<file path="src/hw/rtl/pawu_pkg.sv">
`timescale 1ns / 1ps

// Shared types and constants of the PID step unit with anti-windup feedback.
package pawu_pkg;

  // Gains are unsigned Q8.8; every gain product is shifted right by this many bits.
  localparam int unsigned GAIN_FRAC_BITS = 8;
  // Symmetric clamp magnitude of the derivative term.
  localparam int unsigned D_LIMIT = 1073741824;

  localparam int unsigned CFG_IDX_W  = 3;
  localparam int unsigned CFG_DATA_W = 32;

  // Register indexes of the configuration port.
  localparam logic [CFG_IDX_W-1:0] REG_P_GAIN      = 3'd0;
  localparam logic [CFG_IDX_W-1:0] REG_I_GAIN      = 3'd1;
  localparam logic [CFG_IDX_W-1:0] REG_D_GAIN      = 3'd2;
  localparam logic [CFG_IDX_W-1:0] REG_WINDUP_GAIN = 3'd3;
  localparam logic [CFG_IDX_W-1:0] REG_P_LIMIT     = 3'd4;
  localparam logic [CFG_IDX_W-1:0] REG_I_LIMIT     = 3'd5;
  localparam logic [CFG_IDX_W-1:0] REG_OUT_MAX     = 3'd6;
  localparam logic [CFG_IDX_W-1:0] REG_OUT_MIN     = 3'd7;

  // Register values after reset.
  localparam logic [15:0]        P_GAIN_RST  = 16'd256;
  localparam logic [15:0]        GAIN_RST    = 16'd0;
  localparam logic [30:0]        LIMIT_RST   = 31'h7FFF_FFFF;
  localparam logic signed [31:0] OUT_MAX_RST = 32'sh7FFF_FFFF;
  localparam logic signed [31:0] OUT_MIN_RST = 32'sh8000_0000;

  // Request operation codes.
  localparam logic OP_COMPUTE = 1'b0;
  localparam logic OP_CLEAR   = 1'b1;

  // Sequencer steps; the controller state and the datapath step command share them.
  localparam int unsigned STEP_W = 4;
  localparam logic [STEP_W-1:0] STEP_IDLE    = 4'd0;
  localparam logic [STEP_W-1:0] STEP_MUL_P   = 4'd1;
  localparam logic [STEP_W-1:0] STEP_CLAMP_P = 4'd2;
  localparam logic [STEP_W-1:0] STEP_MUL_I   = 4'd3;
  localparam logic [STEP_W-1:0] STEP_ACC_I   = 4'd4;
  localparam logic [STEP_W-1:0] STEP_COMB_W  = 4'd5;
  localparam logic [STEP_W-1:0] STEP_ACC_W   = 4'd6;
  localparam logic [STEP_W-1:0] STEP_CLAMP_I = 4'd7;
  localparam logic [STEP_W-1:0] STEP_SUM     = 4'd8;
  localparam logic [STEP_W-1:0] STEP_DONE    = 4'd9;

  typedef struct packed {
    logic              op;
    logic signed [15:0] reference;
    logic signed [15:0] feedback;
  } req_t;

  typedef struct packed {
    logic signed [31:0] drive;
    logic              saturated;
  } rsp_t;

  // Commands from the controller to the datapath.
  typedef struct packed {
    logic              load_in;
    logic              clear_int;
    logic              finish;
    logic [STEP_W-1:0] step;
  } cmd_t;

endpackage

</file>
<file path="src/hw/rtl/pawu_ctrl.sv">
`timescale 1ns / 1ps

// Sequencer: walks one compute request through the datapath steps and owns
// the handshakes on both channels.
module pawu_ctrl (
  input  logic            clk_i,
  input  logic            rst_ni,
  input  logic            in_valid_i,
  input  logic            in_op_i,
  output logic            in_ready_o,
  output logic            out_valid_o,
  input  logic            out_ready_i,
  output pawu_pkg::cmd_t  cmd_o
);

  logic [pawu_pkg::STEP_W-1:0] state_q, state_d;
  logic                        out_valid_q, out_valid_d;
  logic                        in_acc;

  assign in_ready_o  = (state_q == pawu_pkg::STEP_IDLE);
  assign in_acc      = in_valid_i && in_ready_o;
  assign out_valid_o = out_valid_q;

  always_comb begin
    state_d         = state_q;
    cmd_o.load_in   = 1'b0;
    cmd_o.clear_int = 1'b0;
    cmd_o.finish    = 1'b0;
    cmd_o.step      = state_q;
    unique case (state_q)
      pawu_pkg::STEP_IDLE: begin
        if (in_acc) begin
          if (in_op_i == pawu_pkg::OP_CLEAR) begin
            cmd_o.clear_int = 1'b1;
          end else begin
            cmd_o.load_in = 1'b1;
            state_d       = pawu_pkg::STEP_MUL_P;
          end
        end
      end
      pawu_pkg::STEP_MUL_P:   state_d = pawu_pkg::STEP_CLAMP_P;
      pawu_pkg::STEP_CLAMP_P: state_d = pawu_pkg::STEP_MUL_I;
      pawu_pkg::STEP_MUL_I:   state_d = pawu_pkg::STEP_ACC_I;
      pawu_pkg::STEP_ACC_I:   state_d = pawu_pkg::STEP_COMB_W;
      pawu_pkg::STEP_COMB_W:  state_d = pawu_pkg::STEP_ACC_W;
      pawu_pkg::STEP_ACC_W:   state_d = pawu_pkg::STEP_CLAMP_I;
      pawu_pkg::STEP_CLAMP_I: state_d = pawu_pkg::STEP_SUM;
      pawu_pkg::STEP_SUM:     state_d = pawu_pkg::STEP_DONE;
      pawu_pkg::STEP_DONE: begin
        // The state update and the output load happen together, once the
        // output register is free or being emptied.
        if (!out_valid_q || out_ready_i) begin
          cmd_o.finish = 1'b1;
          state_d      = pawu_pkg::STEP_IDLE;
        end
      end
      default: state_d = pawu_pkg::STEP_IDLE;
    endcase
  end

  always_comb begin
    out_valid_d = out_valid_q;
    if (cmd_o.finish) begin
      out_valid_d = 1'b1;
    end else if (out_ready_i) begin
      out_valid_d = 1'b0;
    end
  end

  always_ff @(posedge clk_i or negedge rst_ni) begin
    if (!rst_ni) begin
      state_q     <= pawu_pkg::STEP_IDLE;
      out_valid_q <= 1'b0;
    end else begin
      state_q     <= state_d;
      out_valid_q <= out_valid_d;
    end
  end

  a_result_from_done : assert property (@(posedge clk_i) disable iff (!rst_ni)
    $rose(out_valid_q) |-> $past(state_q) == pawu_pkg::STEP_DONE)
    else $error("result appeared without a finished step");

  a_done_holds : assert property (@(posedge clk_i) disable iff (!rst_ni)
    (state_q == pawu_pkg::STEP_DONE && out_valid_q && !out_ready_i)
    |=> state_q == pawu_pkg::STEP_DONE)
    else $error("finished step overwrote a pending result");

  a_clear_stays_idle : assert property (@(posedge clk_i) disable iff (!rst_ni)
    (in_acc && in_op_i == pawu_pkg::OP_CLEAR) |=> state_q == pawu_pkg::STEP_IDLE)
    else $error("clear request started a computation");

  a_compute_starts : assert property (@(posedge clk_i) disable iff (!rst_ni)
    (in_acc && in_op_i == pawu_pkg::OP_COMPUTE) |=> state_q == pawu_pkg::STEP_MUL_P)
    else $error("compute request did not start the sequence");

endmodule

</file>
<file path="src/hw/rtl/pawu_datapath.sv">
`timescale 1ns / 1ps

// Datapath: configuration registers, controller state, one shared
// 17 x 26 bit signed multiplier and the clamps.
module pawu_datapath (
  input  logic                                clk_i,
  input  logic                                rst_ni,
  input  logic                                cfg_we_i,
  input  logic [pawu_pkg::CFG_IDX_W-1:0]      cfg_index_i,
  input  logic [pawu_pkg::CFG_DATA_W-1:0]     cfg_data_i,
  input  pawu_pkg::req_t                      in_req_i,
  input  pawu_pkg::cmd_t                      cmd_i,
  output pawu_pkg::rsp_t                      out_rsp_o
);

  logic [15:0]        p_gain_q, i_gain_q, d_gain_q, windup_gain_q;
  logic [30:0]        p_limit_q, i_limit_q;
  logic signed [31:0] out_max_q, out_min_q;

  logic signed [31:0] integral_q;
  logic signed [25:0] prev_q;
  logic signed [33:0] we_q;

  logic signed [16:0] err_q;
  logic signed [42:0] prod_q;
  logic signed [25:0] p_q, diff_q;
  logic [32:0]        wlo_q;
  logic signed [49:0] wfull_q;
  logic signed [43:0] acc_q;
  logic signed [31:0] d_q;
  logic signed [33:0] sum_q;
  logic signed [31:0] drive_q;
  logic               sat_q;

  logic [15:0]        mul_gain;
  logic signed [25:0] mul_b;
  logic signed [42:0] mul_p;

  logic signed [34:0] p_shift, p_lim, p_clamped;
  logic signed [34:0] d_shift, d_lim, d_clamped;
  logic signed [43:0] i_lim, i_clamped;
  logic signed [31:0] drive_n;
  logic signed [34:0] we_wide;

  // Operand selection for the shared multiplier.
  always_comb begin
    mul_gain = p_gain_q;
    mul_b    = 26'(err_q);
    unique case (cmd_i.step)
      pawu_pkg::STEP_MUL_P: begin
        mul_gain = p_gain_q;
        mul_b    = 26'(err_q);
      end
      pawu_pkg::STEP_CLAMP_P: begin
        mul_gain = windup_gain_q;
        mul_b    = $signed({10'b0, we_q[15:0]});
      end
      pawu_pkg::STEP_MUL_I: begin
        mul_gain = i_gain_q;
        mul_b    = p_q;
      end
      pawu_pkg::STEP_ACC_I: begin
        mul_gain = windup_gain_q;
        mul_b    = $signed({{8{we_q[33]}}, we_q[33:16]});
      end
      pawu_pkg::STEP_COMB_W: begin
        mul_gain = d_gain_q;
        mul_b    = diff_q;
      end
      default: begin
        mul_gain = p_gain_q;
        mul_b    = 26'(err_q);
      end
    endcase
  end

  assign mul_p = $signed({1'b0, mul_gain}) * mul_b;

  // Proportional clamp.
  always_comb begin
    p_shift = 35'(prod_q >>> pawu_pkg::GAIN_FRAC_BITS);
    p_lim   = $signed({4'b0, p_limit_q});
    if (p_shift > p_lim) begin
      p_clamped = p_lim;
    end else if (p_shift < -p_lim) begin
      p_clamped = -p_lim;
    end else begin
      p_clamped = p_shift;
    end
  end

  // Derivative clamp.
  always_comb begin
    d_shift = 35'(prod_q >>> pawu_pkg::GAIN_FRAC_BITS);
    d_lim   = $signed(35'(pawu_pkg::D_LIMIT));
    if (d_shift > d_lim) begin
      d_clamped = d_lim;
    end else if (d_shift < -d_lim) begin
      d_clamped = -d_lim;
    end else begin
      d_clamped = d_shift;
    end
  end

  // Integral clamp.
  always_comb begin
    i_lim = $signed({13'b0, i_limit_q});
    if (acc_q > i_lim) begin
      i_clamped = i_lim;
    end else if (acc_q < -i_lim) begin
      i_clamped = -i_lim;
    end else begin
      i_clamped = acc_q;
    end
  end

  // Output clamp; the upper bound is checked first when the bounds cross.
  always_comb begin
    if (sum_q > 34'(out_max_q)) begin
      drive_n = out_max_q;
    end else if (sum_q < 34'(out_min_q)) begin
      drive_n = out_min_q;
    end else begin
      drive_n = sum_q[31:0];
    end
    we_wide = 35'(drive_n) - 35'(sum_q);
  end

  always_ff @(posedge clk_i or negedge rst_ni) begin
    if (!rst_ni) begin
      p_gain_q      <= pawu_pkg::P_GAIN_RST;
      i_gain_q      <= pawu_pkg::GAIN_RST;
      d_gain_q      <= pawu_pkg::GAIN_RST;
      windup_gain_q <= pawu_pkg::GAIN_RST;
      p_limit_q     <= pawu_pkg::LIMIT_RST;
      i_limit_q     <= pawu_pkg::LIMIT_RST;
      out_max_q     <= pawu_pkg::OUT_MAX_RST;
      out_min_q     <= pawu_pkg::OUT_MIN_RST;
      integral_q    <= '0;
      prev_q        <= '0;
      we_q          <= '0;
    end else begin
      if (cfg_we_i) begin
        unique case (cfg_index_i)
          pawu_pkg::REG_P_GAIN:      p_gain_q      <= cfg_data_i[15:0];
          pawu_pkg::REG_I_GAIN:      i_gain_q      <= cfg_data_i[15:0];
          pawu_pkg::REG_D_GAIN:      d_gain_q      <= cfg_data_i[15:0];
          pawu_pkg::REG_WINDUP_GAIN: windup_gain_q <= cfg_data_i[15:0];
          pawu_pkg::REG_P_LIMIT:     p_limit_q     <= cfg_data_i[30:0];
          pawu_pkg::REG_I_LIMIT:     i_limit_q     <= cfg_data_i[30:0];
          pawu_pkg::REG_OUT_MAX:     out_max_q     <= cfg_data_i;
          pawu_pkg::REG_OUT_MIN:     out_min_q     <= cfg_data_i;
          default: ;
        endcase
      end
      if (cmd_i.clear_int) begin
        integral_q <= '0;
      end else if (cmd_i.step == pawu_pkg::STEP_CLAMP_I) begin
        integral_q <= i_clamped[31:0];
      end
      if (cmd_i.finish) begin
        we_q   <= we_wide[33:0];
        prev_q <= p_q;
      end
    end
  end

  always_ff @(posedge clk_i) begin
    prod_q <= mul_p;
    if (cmd_i.load_in) begin
      err_q <= 17'(in_req_i.reference) - 17'(in_req_i.feedback);
    end
    if (cmd_i.step == pawu_pkg::STEP_CLAMP_P) begin
      p_q <= p_clamped[25:0];
    end
    if (cmd_i.step == pawu_pkg::STEP_MUL_I) begin
      wlo_q  <= prod_q[32:0];
      diff_q <= p_q - prev_q;
    end
    if (cmd_i.step == pawu_pkg::STEP_ACC_I) begin
      acc_q <= 44'(integral_q) + 44'(prod_q >>> pawu_pkg::GAIN_FRAC_BITS);
    end
    if (cmd_i.step == pawu_pkg::STEP_COMB_W) begin
      // High partial product of the anti-windup term rejoins the low one.
      wfull_q <= $signed({prod_q[33:0], 16'b0}) + $signed({17'b0, wlo_q});
    end
    if (cmd_i.step == pawu_pkg::STEP_ACC_W) begin
      acc_q <= acc_q + 44'(wfull_q >>> pawu_pkg::GAIN_FRAC_BITS);
      d_q   <= d_clamped[31:0];
    end
    if (cmd_i.step == pawu_pkg::STEP_SUM) begin
      sum_q <= 34'(p_q) + 34'(integral_q) + 34'(d_q);
    end
    if (cmd_i.finish) begin
      drive_q <= drive_n;
      sat_q   <= (34'(drive_n) != sum_q);
    end
  end

  assign out_rsp_o.drive     = drive_q;
  assign out_rsp_o.saturated = sat_q;

endmodule

</file>
<file path="src/hw/rtl/pid_anti_windup_step_unit.sv">
`timescale 1ns / 1ps

// Channel   Direction  Handshake                  Payload
// in        request    in_valid_i / in_ready_o    in_req_i  (op, reference, feedback)
// out       result     out_valid_o / out_ready_i  out_rsp_o (drive, saturated)
// cfg       write      cfg_we_i                   cfg_index_i, cfg_data_i
//
// A compute request walks the sequencer through its steps from acceptance until its result is
// loaded into the output register. The sequencer then returns to idle before it can take the
// next request, so a new compute request is taken only once the last one is through; a clear
// request gives no result. The steps come from the sequencer driving one shared 17 x 26 bit
// multiplier through five products (the anti-windup product is formed from two halves), with
// a register after every product and clamp.
// Reset clears the sequencer, the output valid flag, the controller state and loads the
// configuration registers with their documented reset values.
// A stalled output holds the sequencer in its final step; a new request is still taken
// while an earlier result waits in the output register.
module pid_anti_windup_step_unit (
  input  logic                            clk_i,
  input  logic                            rst_ni,
  input  logic                            in_valid_i,
  output logic                            in_ready_o,
  input  pawu_pkg::req_t                  in_req_i,
  output logic                            out_valid_o,
  input  logic                            out_ready_i,
  output pawu_pkg::rsp_t                  out_rsp_o,
  input  logic                            cfg_we_i,
  input  logic [pawu_pkg::CFG_IDX_W-1:0]  cfg_index_i,
  input  logic [pawu_pkg::CFG_DATA_W-1:0] cfg_data_i
);

  // Commands from the sequencer to the datapath.
  pawu_pkg::cmd_t cmd;

  // The sequencer sees only the operation bit of the request; the datapath
  // captures the samples when the sequencer tells it to.
  pawu_ctrl u_ctrl (
    .clk_i       (clk_i),
    .rst_ni      (rst_ni),
    .in_valid_i  (in_valid_i),
    .in_op_i     (in_req_i.op),
    .in_ready_o  (in_ready_o),
    .out_valid_o (out_valid_o),
    .out_ready_i (out_ready_i),
    .cmd_o       (cmd)
  );

  // The datapath holds the gains, limits, integral, previous proportional
  // term and anti-windup error, and the output register payload.
  pawu_datapath u_datapath (
    .clk_i       (clk_i),
    .rst_ni      (rst_ni),
    .cfg_we_i    (cfg_we_i),
    .cfg_index_i (cfg_index_i),
    .cfg_data_i  (cfg_data_i),
    .in_req_i    (in_req_i),
    .cmd_i       (cmd),
    .out_rsp_o   (out_rsp_o)
  );

endmodule
</file>
<file path="config.mk">
export PLATFORM = sky130hd
export DESIGN_NAME = pid_anti_windup_step_unit
export DESIGN_NICKNAME = d
export VERILOG_FILES = /design/src/hw/rtl/pawu_pkg.sv /design/src/hw/rtl/pawu_ctrl.sv /design/src/hw/rtl/pawu_datapath.sv /design/src/hw/rtl/pid_anti_windup_step_unit.sv
export SDC_FILE = /design/constraint.sdc
export NUM_CORES = 2
export LEC_CHECK = 0
export BUFFER_PORTS_ARGS = -buffer_cell sky130_fd_sc_hd__buf_2
export CORE_MARGIN = 10
export CORE_UTILIZATION = 60
export CTS_BUF_LIST = sky130_fd_sc_hd__clkbuf_8
export DETAILED_ROUTE_END_ITERATION = 7
export PLACE_DENSITY = 0.85
export SLEW_MARGIN = 20
export SYNTH_ARGS = -nofsm -noshare
export SYNTH_HDL_FRONTEND = slang
export SYNTH_SLANG_ARGS = --single-unit
</file>
<file path="constraint.sdc">
create_clock -name clk_i -period 12.7 [get_ports clk_i]
set_input_delay 0.635 -clock clk_i [delete_from_list [all_inputs] [get_ports clk_i]]
set_output_delay 0.635 -clock clk_i [all_outputs]
set_load 0.05 [all_outputs]
</file>
Yosys cells after proc, flatten, opt, wreduce, memory -nomap -nowiden

Index checks and enable logic that the tools add are counted.

$add $sub $neg: 10
$mul: 1
$lt $le $gt $ge: 8
Eq/ne operators: 20
Mux-type cells: 25
Reduce and logical (&&, ||, !) cells: 19

Operators with widths:

| cell                                                 | count |
|---|---|
| 2-to-1 mux 32 bit                                    | 7 |
| one-hot mux 26 bit (4 select lines)                  | 1 |
| 2-to-1 mux 44 bit                                    | 2 |
| 2-to-1 mux 26 bit                                    | 2 |
| adder 50 x 34 -> 50 bit                              | 1 |
| one-hot mux 16 bit (3 select lines)                  | 1 |
| adder 44 x 42 -> 44 bit                              | 1 |
| > comparator 44 x 32 -> 1 bit                        | 1 |
| < comparator 44 bit                                  | 1 |
| negation 31 -> 44 bit                                | 1 |
| multiplier 17 x 26 -> 43 bit                         | 1 |
| one-hot mux 4 bit (10 select lines)                  | 1 |
| adder 32 x 35 -> 36 bit                              | 1 |
| > comparator 35 x 32 -> 1 bit                        | 1 |
| > comparator 35 x 32 -> 1 bit, second input constant | 1 |
| < comparator 35 x 31 -> 1 bit, second input constant | 1 |
| < comparator 35 bit                                  | 1 |
| negation 31 -> 35 bit                                | 1 |
| adder 33 x 32 -> 34 bit                              | 1 |
| > comparator 34 x 32 -> 1 bit                        | 1 |
| < comparator 34 x 32 -> 1 bit                        | 1 |
| != test 32 x 34 -> 1 bit                             | 1 |
| subtractor 32 x 34 -> 34 bit                         | 1 |
| adder 26 x 32 -> 33 bit                              | 1 |
| 23 further kinds                                     | 51 |

Bits in registers: 625
Output and inout port bits: 35
Logic and storage cells: 108

Depth between registers and ports, before layout

Word-level depth: 6
Depth in mapped cells: 34
Depth with buffers taken out: 30

By module

From an unflattened synthesis, not the netlist that was laid out.

Cells, all modules: 5,653
Area total of the unflattened synthesis: 54,945.2 µm²

Modules (own cells, without submodules):

| module        | instances | cells each | area each (µm²) | sequential area each (µm²) |
|---|---|---|---|---|
| pawu_datapath | 1         | 5,624      | 54,662.4        | 16,414.5 |
| pawu_ctrl     | 1         | 29         | 282.8           | 125.1 |

Worst setup path after synthesis

Ideal clock, no wire load.

Path kind: register to register
Start: reg u_ctrl.state_q[0] in the netlist's numbering
End: reg u_datapath.prod_q[42]
Data arrival time: 9.500 ns
Slack: 3.128 ns
Stages on the path, launching flop included: 33
Buffers on the path: 4
Period minus slack after synthesis: 9.572 ns
Cells stage by stage: dfrtp_1 > clkbuf_1 > nand2_1 > nor3_1 > clkbuf_1 > buf_1 > a222oi_1 > nand2_1 > clkbuf_1 > nand2_1 > fa_1 > inv_1 > fa_1 > inv_1 > fa_1 > inv_1 > fa_1 > fa_1 > inv_1 > fa_1 > inv_1 > ha_1 > a21o_1 > a21o_1 > a21oi_1 > o221ai_1 > o2bb2ai_1 > a31oi_1 > a311oi_1 > a211oi_1 > o21ai_0 > a21oi_1 > xnor2_1

Word-level cells in the longest chain between the ends: 4

RTL lines:

| what                                                                                | line                 | source |
|---|---|---|
| start, declared                                                                     | pawu_ctrl.sv:16      | `logic [pawu_pkg::STEP_W-1:0] state_q, state_d;` |
| start signal, assigned                                                              | pawu_ctrl.sv:72      | `state_q <= pawu_pkg::STEP_IDLE;` |
| start signal, assigned                                                              | pawu_ctrl.sv:75      | `state_q <= state_d;` |
| equality test 4 x 2 -> 1 bit / equality test 4 x 3 -> 1 bit (equally long branches) | pawu_datapath.sv:49  | `unique case (cmd_i.step)` |
| OR reduction 2 bit (no line)                                                        | --                   |  |
| one-hot mux 16 bit (3 select lines)                                                 | pawu_datapath.sv:49  |  |
| multiplier 17 x 26 -> 43 bit *                                                      | pawu_datapath.sv:77  | `assign mul_p = $signed({1'b0, mul_gain}) * mul_b;` |
| via u_datapath.mul_p[42]                                                            | pawu_datapath.sv:37  | `logic signed [42:0] mul_p;` |
| end signal, assigned                                                                | pawu_datapath.sv:169 | `prod_q <= mul_p;` |
| end, declared                                                                       | pawu_datapath.sv:25  | `logic signed [42:0] prod_q;` |

The timed path passes the listed nets; every way through them passes the cells marked *.
A chain may end at the register's enable or synchronous reset.

Worst setup path after layout

Same ends and word-level chain as after synthesis.

==> impl_results.md <==
* Fin Hold WS at -35.7 ps
* Pin count of the biggest net entering global routing at 168
* Mapped Area at 54600 um2
* Dominant cell by count in the synthesized netlist: inv_1
* RePlAce Congestion at 1.03
* Yosys top cell by area: fa_1
* Yosys top cell area share at 0.163
* Crit end category: flip-flop
* Fin nets at about 7000
* Vias at 44300
* CTS tree: built
* Compound-cell area share of the yosys netlist at 0.131
* Worst Max-Slew Pin Slew at 1210 ps
* Required @ worst endpoint at between 10000 and 15000 ps
* Yosys warns at 0
* Skew-Pair Late Insertion Delay at roughly 790 ps
* Post-synth EDFFs at roughly 280
* Count of different cell masters after synthesis at 88
* Hold_buf cts at 0
* Failing checks: hold timing
* Simple-Gate Fraction of Synth Area at 0.127
* # Post-CTS Setup Buffers at 0
* Post-cts repair resize count at 0
* Initial antenna violation count at 9
* Setup violators final at 0
* Commonest cells post-synth: 819 x inv_1, 606 x nand2_1, 514 x ha_1
* Crit-path max cell delay at around 840 ps
* Fin crit period at 9560 ps
* Outcome: finished with violations
* Worst Path Max Fanout at 71
* Largest family of logic cells by synthesized area: adder cells
* Rows at 110
* Most used flip-flop cell after synthesis: edfxtp_1
* Number of port buffers at 107
* Initial DRC Count at 4655
* First-pass GRT wire length at 255000 um
* Core area at 90100 um2
* Vias per cell at about 6.3
* Die Y-Extent at roughly 320 um
* DR WL/cell at 23.8 um
* 1st-pass router iterations at 8
* Clk sinks at 609
* Synth Area per Inst at 9.60 um2
* F_max at 105 MHz
* Final HPWL DP at roughly 130000 um
* Initial core utilization at 0.606
* Clock skew at 79.7 ps
* Period utilization at 0.753
* RSZ-0062 raised after global routing: no
* Die ar. at roughly 100000 um2
* Clock buffer count from CTS at 98
* Final Hold Violating Endpoints at 2
* Async SR Flop Fraction at 0.471
* GR Overflow Total at 0
* Clock tree buffer depth at 3
* CP dominant cell by count: fa_1
* Routed WL at approximately 170000 um
* Crit-path slowest cell: nand2_1
* Clock-pin slew on the worst setup and hold paths at 70 ps
* Mapped Nets at a little under 7000
* Mux share of post-synthesis cell area at 0.0441
* #FFs+latches synth at 609
* Post-route ant nets at 0
* DRC violations left at 0
* Max_cap viols at 0
* Cell count after synthesis at between 5000 and 6000
* Root Buffer: clkbuf_8
* H-tree level count at 3
* Setup Crit Path Kind: reg2reg
* GRT Resource Usage Total at 0.320
* XOR/XNOR Fraction of Synth Area at 0.0455
* Synth top area cells: fa_1 16%, edfxtp_1 15%, ha_1 12%
* Worst hold path type: in2async
* Startpoint Class: flip-flop
* Layout cells sized above 1 at 0.114
* Crit path DAT at 10230 ps
* Worst rel slew slack at 0.193
* Final TNS setup at 0 ps
* Vias in the first global route at 44100
* Max-slew violation count at 0
* Sequential area share after synthesis at 0.303
* Die W at between 300 and 400 um
* I/O pin count at 108
* Fraction of the mapped netlist area in adder cells at 0.280
* Area Growth Syn to Fin at 7.66%
## registers in the layout, indices dropped and copies added, names as in the netlist, 4 cells and up
register and cells:
u_ctrl.state_q 4, u_datapath.acc_q 44, u_datapath.d_gain_q 16, u_datapath.d_q 32, u_datapath.diff_q 26, u_datapath.drive_q 32, u_datapath.err_q 17, u_datapath.i_gain_q 16
u_datapath.i_limit_q 31, u_datapath.integral_q 32, u_datapath.out_max_q 32, u_datapath.out_min_q 32, u_datapath.p_gain_q 16, u_datapath.p_limit_q 31, u_datapath.p_q 26, u_datapath.prev_q 26
u_datapath.prod_q 43, u_datapath.sum_q 34, u_datapath.we_q 34, u_datapath.wfull_q 42, u_datapath.windup_gain_q 16, u_datapath.wlo_q 25
## metrics by stage
| step | cell area [um2] | instances | worst slack (ps) | hold WS, ps | util |
|---|---|---|---|---|---|
| 2_1_floorplan | 54600 | 5695 | 3130 | 339 | - |
| 3_3_place_gp | 56500 | 6842 | 3650 | 402 | 0.626 |
| 3_5_place_dp | 56500 | 6845 | 3440 | 405 | 0.627 |
| 4_1_cts | 58800 | 7031 | 3360 | 0.545 | 0.653 |
| 5_1_grt | 58800 | 7033 | 2700 | 35.2 | 0.653 |
| 6_report | 58800 | 7034 | 3140 | -35.7 | 0.653 |
## cells in the final DEF, fill, tap and decap left out, drive strengths merged, types with 77 or more instances in the layout
| cell type | netlist | final |
|---|---|---|
| mux2 | 199 | 199 |
| nor2 | 370 | 370 |
| ha | 514 | 514 |
| nand2 | 606 | 606 |
| xor2 | 77 | 77 |
| inv | 821 | 848 |
| fa | 444 | 444 |
| buf | 12 | 156 |
| nor2b | 80 | 80 |
| a21o | 154 | 154 |
| xnor2 | 207 | 207 |
| dfstp | 95 | 95 |
| o21ai | 332 | 332 |
| edfxtp | 279 | 279 |
| nand3 | 91 | 91 |
| clkbuf | 171 | 115 |
| dfrtp | 192 | 192 |
| a21oi | 272 | 272 |
## critical path: cells and delay by family, from the launching register on
kind | cells | cell delay (ps)
buffers and inverters | 5 | 1230
AO/OA/AOI/OAI | 11 | 2630
adder cells (fa/ha/maj) | 7 | 3400
AND/OR/NAND/NOR | 4 | 1380
XOR/XNOR | 1 | 130
flip-flops | 1 | 600
## final cells by class
class,count,area (um2)
Clock buffer,115,1580
Inverter,821,3080
Tap cell,1176,1470
Clock inverter,71,746
Multi-Input combinational cell,4082,34500
Timing Repair Buffer,157,931
Fill cell,6877,31300
Antenna cell,3,7.51
Sequential cell,609,16500
## layer usage
layer | share of wire | up-vias | GRT usage
li1 | - | 19500 | -
met1 | 0.37 | 21500 | 0.404
met2 | 0.44 | 2669 | 0.493
met3 | 0.12 | 596 | 0.0870
met4 | 0.065 | 8 | 0.179
met5 | 0.00034 | - | 0
## worst paths after layout
kind | start | to | slack [ps] | cells past startpoint
setup / recovery | u_ctrl.state_q[0]$_DFFE_PN0P_ | u_datapath.prod_q[42]$_DFF_P_ | 3140 | 28
hold / removal | rst_ni | u_datapath.integral_q[24]$_DFFE_PN0P_ | -40 | 1
setup reg to reg | u_ctrl.state_q[0]$_DFFE_PN0P_ | u_datapath.prod_q[42]$_DFF_P_ | 3140 | 28
hold reg to reg | u_datapath.wlo_q[15]$_DFFE_PN_ | u_datapath.wfull_q[15]$_DFFE_PN_ | 410 | 0
max in group asynchronous | rst_ni | u_datapath.prev_q[16]$_DFFE_PN0P_ | 11140 | 2
min in group clk_i | cfg_data_i[31] | u_datapath.out_min_q[31]$_DFFE_PN1P_ | 120 | 2
## logic make-up (layout without fill, tap and decap cells)
kind of cell               Yosys count  in the layout
AOI/OAI and AO/OA                 1118           1118
xor gates and xnor gates           284            284
adders and majority gates          958            958
buffers and inverters             1004           1164
DFF                                609            609
muxes                              216            216
other                                0              3
and+or+nand+nor                   1506           1506
Power is not shown: default switching activity piles up to over one toggle a cycle in this logic, so the estimate is an artifact.
